--- src/hdl/ptd_pkg.sv ---
package ptd_pkg;

    localparam int SLOTS_DEF  = 16;
    localparam int RESULT_CAP = 16;
    localparam int CAP_W      = $clog2(RESULT_CAP + 1);

    localparam logic [1:0] CMD_TICK        = 2'd0;
    localparam logic [1:0] CMD_SUBSCRIBE   = 2'd1;
    localparam logic [1:0] CMD_UNSUBSCRIBE = 2'd2;

    localparam logic [1:0] STATUS_OK        = 2'd0;
    localparam logic [1:0] STATUS_FULL      = 2'd1;
    localparam logic [1:0] STATUS_NOT_FOUND = 2'd2;

    // One subscription slot as held in the slot memory.
    typedef struct packed {
        logic [15:0] cport;
        logic [15:0] mtype;
        logic [15:0] rate;
        logic [15:0] rate_left;
        logic [15:0] ticks_left;
    } slot_entry_t;

    localparam int ENTRY_W = $bits(slot_entry_t);

endpackage

--- src/hdl/periodic_tick_dispatcher.sv ---
// Periodic tick dispatcher: a table of SLOTS subscriptions driven by commands.
// Input channel s_axis: tuser carries the command (tick, subscribe, unsubscribe),
// tdata the client port, message type, rate and expiry count of a subscription.
// Output channel m_axis: tuser is set on a delivery to a client; tdata carries
// the status, destination port and type, and the tick value. tlast marks the
// final result belonging to one command.
// Tick, subscribe and unsubscribe are served by one sequencer that walks the slots
// in index order, with a memory read, then update and write-back, for each slot
// on the single port pair of the slot memory. A tick walks every slot; subscribe
// and unsubscribe stop at the first free or matching slot. Other command codes
// answer with an ok status without a walk. One command is in work at a time;
// s_axis_tready is high only between commands, while a previous result may still
// sit in the output register.
// A tick yields one result per delivering slot, at most sixteen, in slot order,
// or a single empty result when no slot delivers.
// Reset empties the table and clears the tick counter; no clearing pass is
// needed. When the receiver stalls, the walk pauses until the output register
// frees, so no result is lost.
module periodic_tick_dispatcher #(
    parameter int SLOTS = ptd_pkg::SLOTS_DEF
) (
    input  logic        clk,
    input  logic        rst_n,
    input  logic        s_axis_tvalid,
    output logic        s_axis_tready,
    input  logic [63:0] s_axis_tdata,  // client_port, message_type, rate, count
    input  logic [1:0]  s_axis_tuser,  // cmd
    output logic        m_axis_tvalid,
    input  logic        m_axis_tready,
    output logic [71:0] m_axis_tdata,  // status, dest_port, dest_type, tick_value, zero pad
    output logic [0:0]  m_axis_tuser,  // is_delivery
    output logic        m_axis_tlast
);

    import ptd_pkg::*;

    localparam int IDX_W = (SLOTS > 1) ? $clog2(SLOTS) : 1;

    typedef enum logic [4:0] {
        ST_IDLE  = 5'b00001,
        ST_READ  = 5'b00010,
        ST_PROC  = 5'b00100,
        ST_FLUSH = 5'b01000,
        ST_STAT  = 5'b10000
    } state_t;

    state_t              state_reg, state_next;
    logic [IDX_W-1:0]    idx_reg, idx_next;
    logic [1:0]          cmd_reg, cmd_next;
    logic [1:0]          status_reg, status_next;
    logic [31:0]         tick_reg, tick_next;
    logic [CAP_W-1:0]    n_reg, n_next;
    logic [SLOTS-1:0]    valid_reg, valid_next;
    logic                pend_valid_reg, pend_valid_next;
    logic                out_valid_reg, out_valid_next;

    logic [15:0]         port_reg, port_next;
    logic [15:0]         type_reg, type_next;
    logic [15:0]         rate_reg, rate_next;
    logic [15:0]         count_reg, count_next;
    logic [15:0]         pend_port_reg, pend_port_next;
    logic [15:0]         pend_type_reg, pend_type_next;

    logic                out_deliv_reg, out_deliv_next;
    logic [1:0]          out_status_reg, out_status_next;
    logic [15:0]         out_port_reg, out_port_next;
    logic [15:0]         out_type_reg, out_type_next;
    logic [31:0]         out_tick_reg, out_tick_next;
    logic                out_last_reg, out_last_next;

    logic                ram_we;
    logic                ram_re;
    logic [ENTRY_W-1:0]  ram_rdata;
    slot_entry_t         entry;
    slot_entry_t         wentry;
    logic                out_busy;
    logic                out_load;
    logic                slot_v;
    logic                done;
    logic                deliver;
    logic [15:0]         rl_dec;

    ptd_ram #(
        .WIDTH (ENTRY_W),
        .DEPTH (SLOTS)
    ) u_slot_ram (
        .clk   (clk),
        .we    (ram_we),
        .waddr (idx_reg),
        .wdata (wentry),
        .re    (ram_re),
        .raddr (idx_reg),
        .rdata (ram_rdata)
    );

    assign entry    = slot_entry_t'(ram_rdata);
    assign out_busy = out_valid_reg && !m_axis_tready;
    assign slot_v   = valid_reg[idx_reg];
    assign rl_dec   = entry.rate_left - 16'd1;

    always_comb
    begin
        state_next      = state_reg;
        idx_next        = idx_reg;
        cmd_next        = cmd_reg;
        status_next     = status_reg;
        tick_next       = tick_reg;
        n_next          = n_reg;
        valid_next      = valid_reg;
        pend_valid_next = pend_valid_reg;
        pend_port_next  = pend_port_reg;
        pend_type_next  = pend_type_reg;
        port_next       = port_reg;
        type_next       = type_reg;
        rate_next       = rate_reg;
        count_next      = count_reg;
        out_load        = 1'b0;
        out_deliv_next  = out_deliv_reg;
        out_status_next = out_status_reg;
        out_port_next   = out_port_reg;
        out_type_next   = out_type_reg;
        out_tick_next   = out_tick_reg;
        out_last_next   = out_last_reg;
        ram_we          = 1'b0;
        ram_re          = 1'b0;
        wentry          = entry;
        done            = 1'b0;
        deliver         = 1'b0;

        case (state_reg)
            ST_IDLE:
            begin
                if (s_axis_tvalid)
                begin
                    cmd_next        = s_axis_tuser;
                    port_next       = s_axis_tdata[15:0];
                    type_next       = s_axis_tdata[31:16];
                    rate_next       = s_axis_tdata[47:32];
                    count_next      = s_axis_tdata[63:48];
                    idx_next        = '0;
                    n_next          = '0;
                    pend_valid_next = 1'b0;
                    case (s_axis_tuser)
                        CMD_TICK:
                        begin
                            tick_next  = tick_reg + 32'd1;
                            state_next = ST_READ;
                        end
                        CMD_SUBSCRIBE:
                        begin
                            status_next = STATUS_FULL;
                            state_next  = ST_READ;
                        end
                        CMD_UNSUBSCRIBE:
                        begin
                            status_next = STATUS_NOT_FOUND;
                            state_next  = ST_READ;
                        end
                        default:
                        begin
                            status_next = STATUS_OK;
                            state_next  = ST_STAT;
                        end
                    endcase
                end
            end

            ST_READ:
            begin
                ram_re     = 1'b1;
                state_next = ST_PROC;
            end

            ST_PROC:
            begin
                if (!out_busy)
                begin
                    case (cmd_reg)
                        CMD_TICK:
                        begin
                            if (slot_v)
                            begin
                                // Expiry and rate steps both act before the slot retires.
                                if (entry.ticks_left != 16'd0)
                                begin
                                    wentry.ticks_left = entry.ticks_left - 16'd1;
                                end
                                if (entry.ticks_left == 16'd1)
                                begin
                                    valid_next[idx_reg] = 1'b0;
                                end
                                deliver          = (rl_dec == 16'd0);
                                wentry.rate_left = deliver ? entry.rate : rl_dec;
                                ram_we           = 1'b1;
                                if (deliver && (n_reg < CAP_W'(RESULT_CAP)))
                                begin
                                    n_next          = n_reg + CAP_W'(1);
                                    pend_valid_next = 1'b1;
                                    pend_port_next  = entry.cport;
                                    pend_type_next  = entry.mtype;
                                    // The held delivery is now known not to be the last.
                                    if (pend_valid_reg)
                                    begin
                                        out_load        = 1'b1;
                                        out_deliv_next  = 1'b1;
                                        out_status_next = STATUS_OK;
                                        out_port_next   = pend_port_reg;
                                        out_type_next   = pend_type_reg;
                                        out_tick_next   = tick_reg;
                                        out_last_next   = 1'b0;
                                    end
                                end
                            end
                        end
                        CMD_SUBSCRIBE:
                        begin
                            if (!slot_v)
                            begin
                                wentry.cport        = port_reg;
                                wentry.mtype        = type_reg;
                                wentry.rate         = rate_reg;
                                wentry.rate_left    = rate_reg;
                                wentry.ticks_left   = count_reg;
                                ram_we              = 1'b1;
                                valid_next[idx_reg] = 1'b1;
                                status_next         = STATUS_OK;
                                done                = 1'b1;
                            end
                        end
                        CMD_UNSUBSCRIBE:
                        begin
                            if (slot_v && (entry.cport == port_reg) &&
                                (entry.mtype == type_reg) && (entry.rate == rate_reg))
                            begin
                                valid_next[idx_reg] = 1'b0;
                                status_next         = STATUS_OK;
                                done                = 1'b1;
                            end
                        end
                        default:
                        begin
                            done = 1'b1;
                        end
                    endcase

                    if (done)
                    begin
                        state_next = ST_STAT;
                    end
                    else if (idx_reg == IDX_W'(SLOTS - 1))
                    begin
                        state_next = (cmd_reg == CMD_TICK) ? ST_FLUSH : ST_STAT;
                    end
                    else
                    begin
                        idx_next   = idx_reg + IDX_W'(1);
                        state_next = ST_READ;
                    end
                end
            end

            ST_FLUSH:
            begin
                if (!out_busy)
                begin
                    out_load        = 1'b1;
                    out_deliv_next  = pend_valid_reg;
                    out_status_next = STATUS_OK;
                    out_port_next   = pend_valid_reg ? pend_port_reg : 16'd0;
                    out_type_next   = pend_valid_reg ? pend_type_reg : 16'd0;
                    out_tick_next   = tick_reg;
                    out_last_next   = 1'b1;
                    pend_valid_next = 1'b0;
                    state_next      = ST_IDLE;
                end
            end

            ST_STAT:
            begin
                if (!out_busy)
                begin
                    out_load        = 1'b1;
                    out_deliv_next  = 1'b0;
                    out_status_next = status_reg;
                    out_port_next   = 16'd0;
                    out_type_next   = 16'd0;
                    out_tick_next   = 32'd0;
                    out_last_next   = 1'b1;
                    state_next      = ST_IDLE;
                end
            end

            default:
            begin
                state_next = ST_IDLE;
            end
        endcase

        if (out_load)
        begin
            out_valid_next = 1'b1;
        end
        else if (m_axis_tready)
        begin
            out_valid_next = 1'b0;
        end
        else
        begin
            out_valid_next = out_valid_reg;
        end
    end

    always_ff @(posedge clk or negedge rst_n)
    begin
        if (!rst_n)
        begin
            state_reg      <= ST_IDLE;
            idx_reg        <= '0;
            cmd_reg        <= CMD_TICK;
            status_reg     <= STATUS_OK;
            tick_reg       <= '0;
            n_reg          <= '0;
            valid_reg      <= '0;
            pend_valid_reg <= 1'b0;
            out_valid_reg  <= 1'b0;
        end
        else
        begin
            state_reg      <= state_next;
            idx_reg        <= idx_next;
            cmd_reg        <= cmd_next;
            status_reg     <= status_next;
            tick_reg       <= tick_next;
            n_reg          <= n_next;
            valid_reg      <= valid_next;
            pend_valid_reg <= pend_valid_next;
            out_valid_reg  <= out_valid_next;
        end
    end

    always_ff @(posedge clk)
    begin
        port_reg       <= port_next;
        type_reg       <= type_next;
        rate_reg       <= rate_next;
        count_reg      <= count_next;
        pend_port_reg  <= pend_port_next;
        pend_type_reg  <= pend_type_next;
        out_deliv_reg  <= out_deliv_next;
        out_status_reg <= out_status_next;
        out_port_reg   <= out_port_next;
        out_type_reg   <= out_type_next;
        out_tick_reg   <= out_tick_next;
        out_last_reg   <= out_last_next;
    end

    assign s_axis_tready = (state_reg == ST_IDLE);
    assign m_axis_tvalid = out_valid_reg;
    assign m_axis_tuser  = out_deliv_reg;
    assign m_axis_tlast  = out_last_reg;
    assign m_axis_tdata  = {6'd0, out_tick_reg, out_type_reg, out_port_reg, out_status_reg};

    // A tick command advances the counter by exactly one.
    assert property (@(posedge clk) disable iff (!rst_n)
        (s_axis_tvalid && s_axis_tready && (s_axis_tuser == CMD_TICK))
        |=> (tick_reg == $past(tick_reg) + 32'd1))
        else $error("tick counter did not advance on a tick");

    // No delivery is held back once the sequencer is back between commands.
    assert property (@(posedge clk) disable iff (!rst_n)
        (state_reg == ST_IDLE) |-> !pend_valid_reg)
        else $error("pending delivery left behind after a command");

    // The number of deliveries in one tick never exceeds the result cap.
    assert property (@(posedge clk) disable iff (!rst_n)
        n_reg <= CAP_W'(RESULT_CAP))
        else $error("delivery count beyond cap");

    // A result is loaded only while the output register is free or draining.
    assert property (@(posedge clk) disable iff (!rst_n)
        (out_valid_reg && !m_axis_tready) |=> $stable(m_axis_tdata) && out_valid_reg)
        else $error("output register overwritten while stalled");

    // Ticks are the only command that can put a result out with last clear.
    assert property (@(posedge clk) disable iff (!rst_n)
        (out_valid_reg && !out_last_reg) |-> (out_deliv_reg && (cmd_reg == CMD_TICK)))
        else $error("non-final result outside a tick");

endmodule

--- src/hdl/ptd_ram.sv ---
module ptd_ram #(
    parameter int WIDTH = 8,
    parameter int DEPTH = 16,
    localparam int ADDR_W = (DEPTH > 1) ? $clog2(DEPTH) : 1
) (
    input  logic              clk,
    input  logic              we,
    input  logic [ADDR_W-1:0] waddr,
    input  logic [WIDTH-1:0]  wdata,
    input  logic              re,
    input  logic [ADDR_W-1:0] raddr,
    output logic [WIDTH-1:0]  rdata
);

    logic [WIDTH-1:0] mem [DEPTH];
    logic [WIDTH-1:0] rdata_reg;

    always_ff @(posedge clk)
    begin
        if (we)
        begin
            mem[waddr] <= wdata;
        end
        if (re)
        begin
            rdata_reg <= mem[raddr];
        end
    end

    assign rdata = rdata_reg;

endmodule

--- config.mk ---
export PLATFORM = sky130hd
export DESIGN_NAME = periodic_tick_dispatcher
export DESIGN_NICKNAME = d
export VERILOG_FILES = /design/src/hdl/ptd_pkg.sv /design/src/hdl/periodic_tick_dispatcher.sv /design/src/hdl/ptd_ram.sv
export SDC_FILE = /design/constraint.sdc
export NUM_CORES = 2
export LEC_CHECK = 0
export ABC_AREA = 1
export BUFFER_PORTS_ARGS = -buffer_cell sky130_fd_sc_hd__buf_2
export CORE_ASPECT_RATIO = 1.1
export CORE_MARGIN = 8
export CORE_UTILIZATION = 45
export CTS_CLUSTER_SIZE = 30
export DETAILED_ROUTE_END_ITERATION = 8
export HOLD_SLACK_MARGIN = 0.15
export MAX_ROUTING_LAYER = met4
export PLACE_DENSITY = 0.68
export REMOVE_ABC_BUFFERS = 1
export SYNTH_ARGS = -nofsm -noshare
export SYNTH_HDL_FRONTEND = slang
export SYNTH_HIERARCHICAL = 1
export SYNTH_SLANG_ARGS = --single-unit
--- constraint.sdc ---
create_clock -name clk -period 10.5 [get_ports clk]
set_input_delay 1.05 -clock clk [delete_from_list [all_inputs] [get_ports clk]]
set_output_delay 1.05 -clock clk [all_outputs]
set_load 0.02 [all_outputs]
# [Word-level counts from Yosys, hierarchy flattened]
# Memory sizes are Yosys's and may differ from the RTL's. A register that Yosys moved wholly into a read port is not among the register bits.
# Index checks and enable logic that the tools add are counted.
[word_totals] register_bits=232 latchBits=0 ram_bits=1280 mem_bits_ro=0 input_bits=70 out_inout_bits=76 word_cells=215 mem_count=1
[classes] addsub=5 n_mul=0 n_div=0 magnitude_cmp=3 eq_ne=33 n_shift=0 muxes=118 bitwise=4 reduce_logical=30
[mem_list] name="u_slot_ram.mem" words=16 word_bits=80 rd=1 rd_clocked_by_memory_dff=1 write_ports=1 line_no="ptd_ram.sv:15" text="logic [WIDTH-1:0] mem [DEPTH];"
[ops] operator="$mux W16" n=21
[ops] operator="$mux W32" n=8
[ops] operator="$mux W80" n=3
[ops] operator="$pmux W16 S3" n=3
[ops] operator="$pmux W32 S3" n=1
[ops] operator="$pmux W32 S2" n=1
[ops] operator="$mux W5" n=12
[ops] operator="$eq A16 B16 Y1" n=3
[ops] operator="$mux W48" n=1
[ops] operator="$mux W1" n=38
[ops] operator="$add A32 B1 Y32 const B" n=1
[ops] operator="$ne A2 B2 Y1 const B" n=16
[ops] operator="$sub A16 B1 Y16 const B" n=2
[ops] operator="$reduce_and A7 Y1" n=4
[ops] operator="$mux W2" n=11
[ops] operator="$pmux W5 S4" n=1
[ops] operator="$and A16 B16 Y16" n=1
[ops] operator="$eq A16 B1 Y1 const B" n=1
[ops] operator="$logic_not A16 Y1" n=1
[ops] operator="$mux W4" n=4
[ops] operator="$not A16 Y16" n=1
[ops] operator="$or A16 B16 Y16" n=1
[ops] operator="$reduce_bool A16 Y1" n=1
[ops] operator="$pmux W2 S3" n=2
[ops] operator="other kinds (35)" n=55

# [Depth between registers and ports, before layout]
[logic_depth] ltp_word=12 mapped_depth=16 mapped_depth_nobuf=15

# [Modules after synthesis]
# The synthesis kept the hierarchy.
[modules_own_cells] module="ptd_ram" n_inst=1 cells_each=5255 area_each_um2=56995.9 seq_area_each_um2=40839.2
[modules_own_cells] module="periodic_tick_dispatcher" n_inst=1 cells_each=1544 area_each_um2=12777.3 seq_area_each_um2=6627.6

# [Worst setup path after synthesis]
# Ideal clock, no wire load.
[synth_path] path_type="register -> register" from="reg state_reg[2]" to="reg state_reg[0]" setup_time_ns=0.345 arrival_ns=8.724 required_ns=10.155 setup_slack_ns=1.432 path_stages_with_launch=5 path_buffers=0 period_less_slack_ns=9.068 path_cell_list="dfrtp_1 inv_1 nand2_1 nor4_1 o31ai_1"
[synth_via] elab_chain_len=4 word_cells_on_any_way=11 classes_between="eq/ne (8); mux (1); reduce/logical (2)"
[synth_lines] element="start, declared" line_no="periodic_tick_dispatcher.sv:47" text="state_t state_reg, state_next;"
[synth_lines] element="start signal, assigned" line_no="periodic_tick_dispatcher.sv:329" text="state_reg <= state_next;"
[synth_lines] element="$eq A5 B5 Y1 or $eq A5 B4 Y1 (tied branches)" line_no="periodic_tick_dispatcher.sv:130" text="case (state_reg)"
[synth_lines] element="$reduce_or A2 Y1 (no source line)"
[synth_lines] element="$ne A2 B2 Y1 (no source line)"
[synth_lines] element="$reduce_and A3 Y1 (no source line)"
# Several ways; a longest one is shown, not always the timed one.
# A chain may end at the register's enable or synchronous reset.

# [Worst setup path after layout]
[layout_path] from="reg idx_reg[1]" to="mem u_slot_ram/mem[3][8] in the netlist's numbering, enable pin"
[layout_via] elab_chain_len=8 word_cells_on_any_way=9 classes_between="mux (9)"
[layout_lines] element="start, declared" line_no="periodic_tick_dispatcher.sv:48" text="logic [IDX_W-1:0] idx_reg, idx_next;"
[layout_lines] element="start signal, assigned" line_no="periodic_tick_dispatcher.sv:330" text="idx_reg <= idx_next;"
[layout_lines] element="$bmux W1 S4" line_no="periodic_tick_dispatcher.sv:98" text="assign slot_v = valid_reg[idx_reg];"
[layout_lines] element="$mux W1 (not written as such)" line_no="periodic_tick_dispatcher.sv:98"
[layout_lines] element="$mux W1 (on tied branches)" line_no="periodic_tick_dispatcher.sv:217, periodic_tick_dispatcher.sv:181"
[layout_lines] element="$pmux W1 S2" line_no="periodic_tick_dispatcher.sv:178" text="case (cmd_reg)"
[layout_lines] element="$mux W1" line_no="periodic_tick_dispatcher.sv:176" text="if (!out_busy)"
[layout_lines] element="$mux W1" line_no="periodic_tick_dispatcher.sv:130"
[layout_lines] element="$mux W1" line_no="ptd_ram.sv:20" text="if (we)"
[layout_lines] element="$mux W1 (not written as such)" line_no="ptd_ram.sv:22" text="mem[waddr] <= wdata;"
[layout_lines] element="end, declared" line_no="ptd_ram.sv:15"
# Several ways; a longest one is shown, not always the timed one. The select of a mux whose other input is x is not followed.

==> results.md <==
* Reg2reg setup slack at 4.72 ns
* Top-area cell type share of the netlist area at 65.6%
* WP data arrival at 6.18 ns
* Number of buffers on the longest clock path at 3
* Yosys reg bits at 1592
* Overflow left after global routing at 0
* Number of enable flip-flop cells after synthesis at 1524
* Die span in y at 429 um
* Post-layout min period at 5.78 ns
* Number of buffers added on ports at 139
* Endpoints failing hold at 0
* Number of buffers created by CTS at 158
* Post-cts sizing count at 0
* Post-route DRC violation count at 0
* Maximum fanout along the worst path at 62
* Library cell appearing most often on the critical path: sky130_fd_sc_hd__nand2_2
* Result of the run: finished clean
* Final setup violation count at 0
* Avg Cell Area, Syn at 10.3 sq um
* Flip-flop count of the largest register, all copies and words added at 1280
* Transition time of the tightest slew-check pin at 1.32 ns
* Achievable frequency at 173 MHz
* DP Cell Count at 8786
* Vias in the first global route at 45.5k
* Area used by multi-input combinational logic at 0.0164 sq mm
* Hold Crit Depth at 1
* Cell chosen for the clock root: sky130_fd_sc_hd__clkbuf_16
* Highest-count cells in the layout ignoring fill and taps: sky130_fd_sc_hd__nand2_1, sky130_fd_sc_hd__edfxtp_1, sky130_fd_sc_hd__inv_1, sky130_fd_sc_hd__nand3_1, sky130_fd_sc_hd__nor2_1
* Initial cell density of the core at 45.3%
* Initial antenna violation count at 2
* Average detailed-routed wire length per instance at 19.3 um
* Hold-fix buffer count after cts at 0
* Static leakage at 32.5 nW
* Maximum number of pins on one net before global-route repair at 229
* CTS clk-pin slew, worst paths at 0.06 ns
* Routability cong. at 0.880
* Min-delay src: s_axis_tdata[18]
* Max-cap check violation count at 0
* Kind of capture point of the worst setup path: flip-flop
* Number of post-CTS setup repair buffers at 0
* Fin nets at 6962
* Post-place setup slack at 4.73 ns
* Synth Instances at 6799
* Placeable core region at 0.154 sq mm
* End of the worst register-to-register path: u_slot_ram/mem[3][8]
* Register cell area after layout at 0.0475 sq mm
* Count of fill cells added during filler insertion at 13.3k
* Power density over the cells at 202 mW/mm^2
* Fraction of final layout cells with drive strength greater than 1 at 7.73%
* Global router's overall resource usage at 20.9%
* Row count at 151
* RSZ-0062 raised after global routing: false
* DIE AREA at 0.168 sq mm
* Worst slew margin at 11.5%
* Endpoint of the worst hold-timing path: type_reg[2]
* Count of unique library cells instantiated by Yosys at 46
* Classification of the worst setup path: flip-flop to flip-flop
* Detail Route Antenna Nets at 0
* Post-synthesis sequential area ratio at 68.0%
* Cell type with the highest aggregate area in the netlist: sky130_fd_sc_hd__edfxtp_1
* Layout area overhead at 11.0%
* H-tree lvl count at 4
* Clock sink count at 1592
* Total number of vias at 46.6k
* Clock tree from TritonCTS: yes
* Hold WS at 0.424 ns
* Filler-free cell count of the finished design at 9077
* Setup Total Neg Slack at 0 ns
* CP required at 10.89 ns
* Routed vias/inst at 5.13
* Final WS setup at 4.72 ns
* Kind of path behind the tightest hold check: primary input to flip-flop
* Cell area after technology mapping at 0.0698 sq mm
* Final critical-path share of the clock period at 55.1%
* Fin Clk Skew at 0.0478 ns
* Die boundary width at 391 um
* Clock Latency Late Sink at 0.80 ns
* Estimated wirelength of the detail-placed design at 95800 um
* Master of the slowest instance on the critical path: sky130_fd_sc_hd__dfrtp_4
* First-pass GRT wire length at 266000 um
* Cell count of the worst reg-to-reg path at 14
* Share of flip-flops with an asynchronous set or reset after synthesis at 4.27%
* Most frequently used flop master after synthesis: sky130_fd_sc_hd__edfxtp_1
* Number of warning messages in the yosys log at 6
* Number of violations reported at the end of detailed-routing iteration 0 at 4858
* Total I/O pin count at 146
* Delay contributed by the slowest stage of the critical path at 0.96 ns
* Worst supply voltage drop on vdd at 193 uV
* Fin. max-slew vios at 0
* Commonest non-fill, non-tap cell in the layout: sky130_fd_sc_hd__nand2_1
* Cell Chain, Critical Path: inv_1 > nand3_1 > nand2_1 > nand2_2 > nand2_2 > nor2_8 > nand2_2 > nor2_8 > inv_4 > nand2_2 > nand2_1 > nor2_4 > buf_4 > buf_4
* Utilization of the core after routing at 50.3%
* Drt first pass iters at 6
* Top cells by area, synth: sky130_fd_sc_hd__edfxtp_1, sky130_fd_sc_hd__nand2_1, sky130_fd_sc_hd__nand3_1
* Crit start category: flip-flop
* Final routed wirelength across all metal layers at 175000 um
* Reg-to-reg critical path startpoint: idx_reg[1]
[worst max-delay path by stage]
stage	to	from	slack, ns
floorplan	u_slot_ram/rdata[14]	idx_reg[0]	-18.38
global placement	u_slot_ram/mem[3][3]	idx_reg[1]	4.76
detailed placement	u_slot_ram/mem[3][4]	idx_reg[1]	4.73
CTS	u_slot_ram/mem[3][15]	idx_reg[1]	4.67
global route	u_slot_ram/mem[3][15]	idx_reg[1]	4.46
finish	u_slot_ram/mem[3][8]	idx_reg[1]	4.72
[metrics by stage]
| step | power (mW) | area [sq um] |
|---|---|---|
| 2_1_floorplan | 9.68 | 68200 |
| 3_3_place_gp | 10.1 | 72400 |
| 3_5_place_dp | 10.2 | 72400 |
| 4_1_cts | 15.8 | 77500 |
| 5_1_grt | 16.3 | 77500 |
| 6_report | 15.7 | 77500 |
[final cells by class]
type	instances	share of cell area, %
flip-flops and latches	1592	61.3
multi-input cells	3706	21.2
inverters	1202	5.86
clock buffers	195	5.31
well taps	2065	3.33
repair buffers	221	1.76
clock inverters	94	1.28
diodes	2	0.00646
[power breakdown]
group / internal, mW / switching [mW] / leakage, nW
Sequential: 7.49 / 0.194 / 14.6
Combinational: 0.588 / 1.80 / 15.4
Clock: 3.16 / 2.44 / 2.50
Total: 11.2 / 4.43 / 32.5
[cells by family (layout without fill, tap and decap cells)]
logic type               count (synthesis)  count (layout)  synth area share (%)
AND/OR/NAND/NOR                       3508            3508                  21.3
flip-flops                            1592            1592                  68.0
buffers and inverters                 1506            1712                  8.71
AO/OA/AOI/OAI                          110             110                 0.898
XOR/XNOR                                71              71                 0.891
adder cells (fa/ha/maj)                 11              11                 0.197
other                                    1               8               0.00537
[synthesized netlist by cell type (3+ instances only)]
| library cell | count |
|---|---|
| sky130_fd_sc_hd__nand3_1 | 1052 |
| sky130_fd_sc_hd__nand4_1 | 31 |
| sky130_fd_sc_hd__o21ai_2 | 9 |
| sky130_fd_sc_hd__nor2_2 | 10 |
| sky130_fd_sc_hd__buf_4 | 34 |
| sky130_fd_sc_hd__buf_2 | 198 |
| sky130_fd_sc_hd__o21bai_1 | 5 |
| sky130_fd_sc_hd__ha_1 | 11 |
| sky130_fd_sc_hd__edfxtp_1 | 1524 |
| sky130_fd_sc_hd__nand3b_1 | 8 |
| sky130_fd_sc_hd__nand4_2 | 3 |
| sky130_fd_sc_hd__inv_1 | 1181 |
| sky130_fd_sc_hd__nor2_1 | 189 |
| sky130_fd_sc_hd__dfrtp_1 | 67 |
| sky130_fd_sc_hd__nor4_1 | 5 |
| sky130_fd_sc_hd__xor2_1 | 54 |
| sky130_fd_sc_hd__nor3_1 | 19 |
| sky130_fd_sc_hd__xnor2_1 | 17 |
| sky130_fd_sc_hd__a21oi_1 | 3 |
| sky130_fd_sc_hd__o21ai_0 | 64 |
| sky130_fd_sc_hd__buf_1 | 18 |
| sky130_fd_sc_hd__clkbuf_1 | 47 |
| sky130_fd_sc_hd__o211ai_1 | 4 |
| sky130_fd_sc_hd__inv_2 | 19 |
| sky130_fd_sc_hd__nand2_1 | 2162 |
| sky130_fd_sc_hd__buf_6 | 6 |
| sky130_fd_sc_hd__nand3_2 | 11 |
| sky130_fd_sc_hd__nand2_2 | 8 |
| sky130_fd_sc_hd__nor2_4 | 3 |
| sky130_fd_sc_hd__o21ai_1 | 19 |
[worst max-delay path: cells and delay by family, from the launching register on]
| kind | cells | cell delay (ns) |
|---|---|---|
| buffers and inverters | 4 | 1.73 |
| DFF | 1 | 0.96 |
| and+or+nand+nor | 10 | 2.60 |
[metal layers]
| metal | vias up | global-route usage, % | share of wire [%] |
|---|---|---|---|
| met1 | 22278 | 26.3 | 40 |
| met3 | 334 | 3.06 | 7.4 |
| li1 | 22109 | - | - |
| met5 | - | - | 0 |
| met4 | 0 | 8.00 | 3.6 |
| met2 | 1876 | 34.4 | 49 |
No activity file was read; power rests on OpenSTA's default activity.
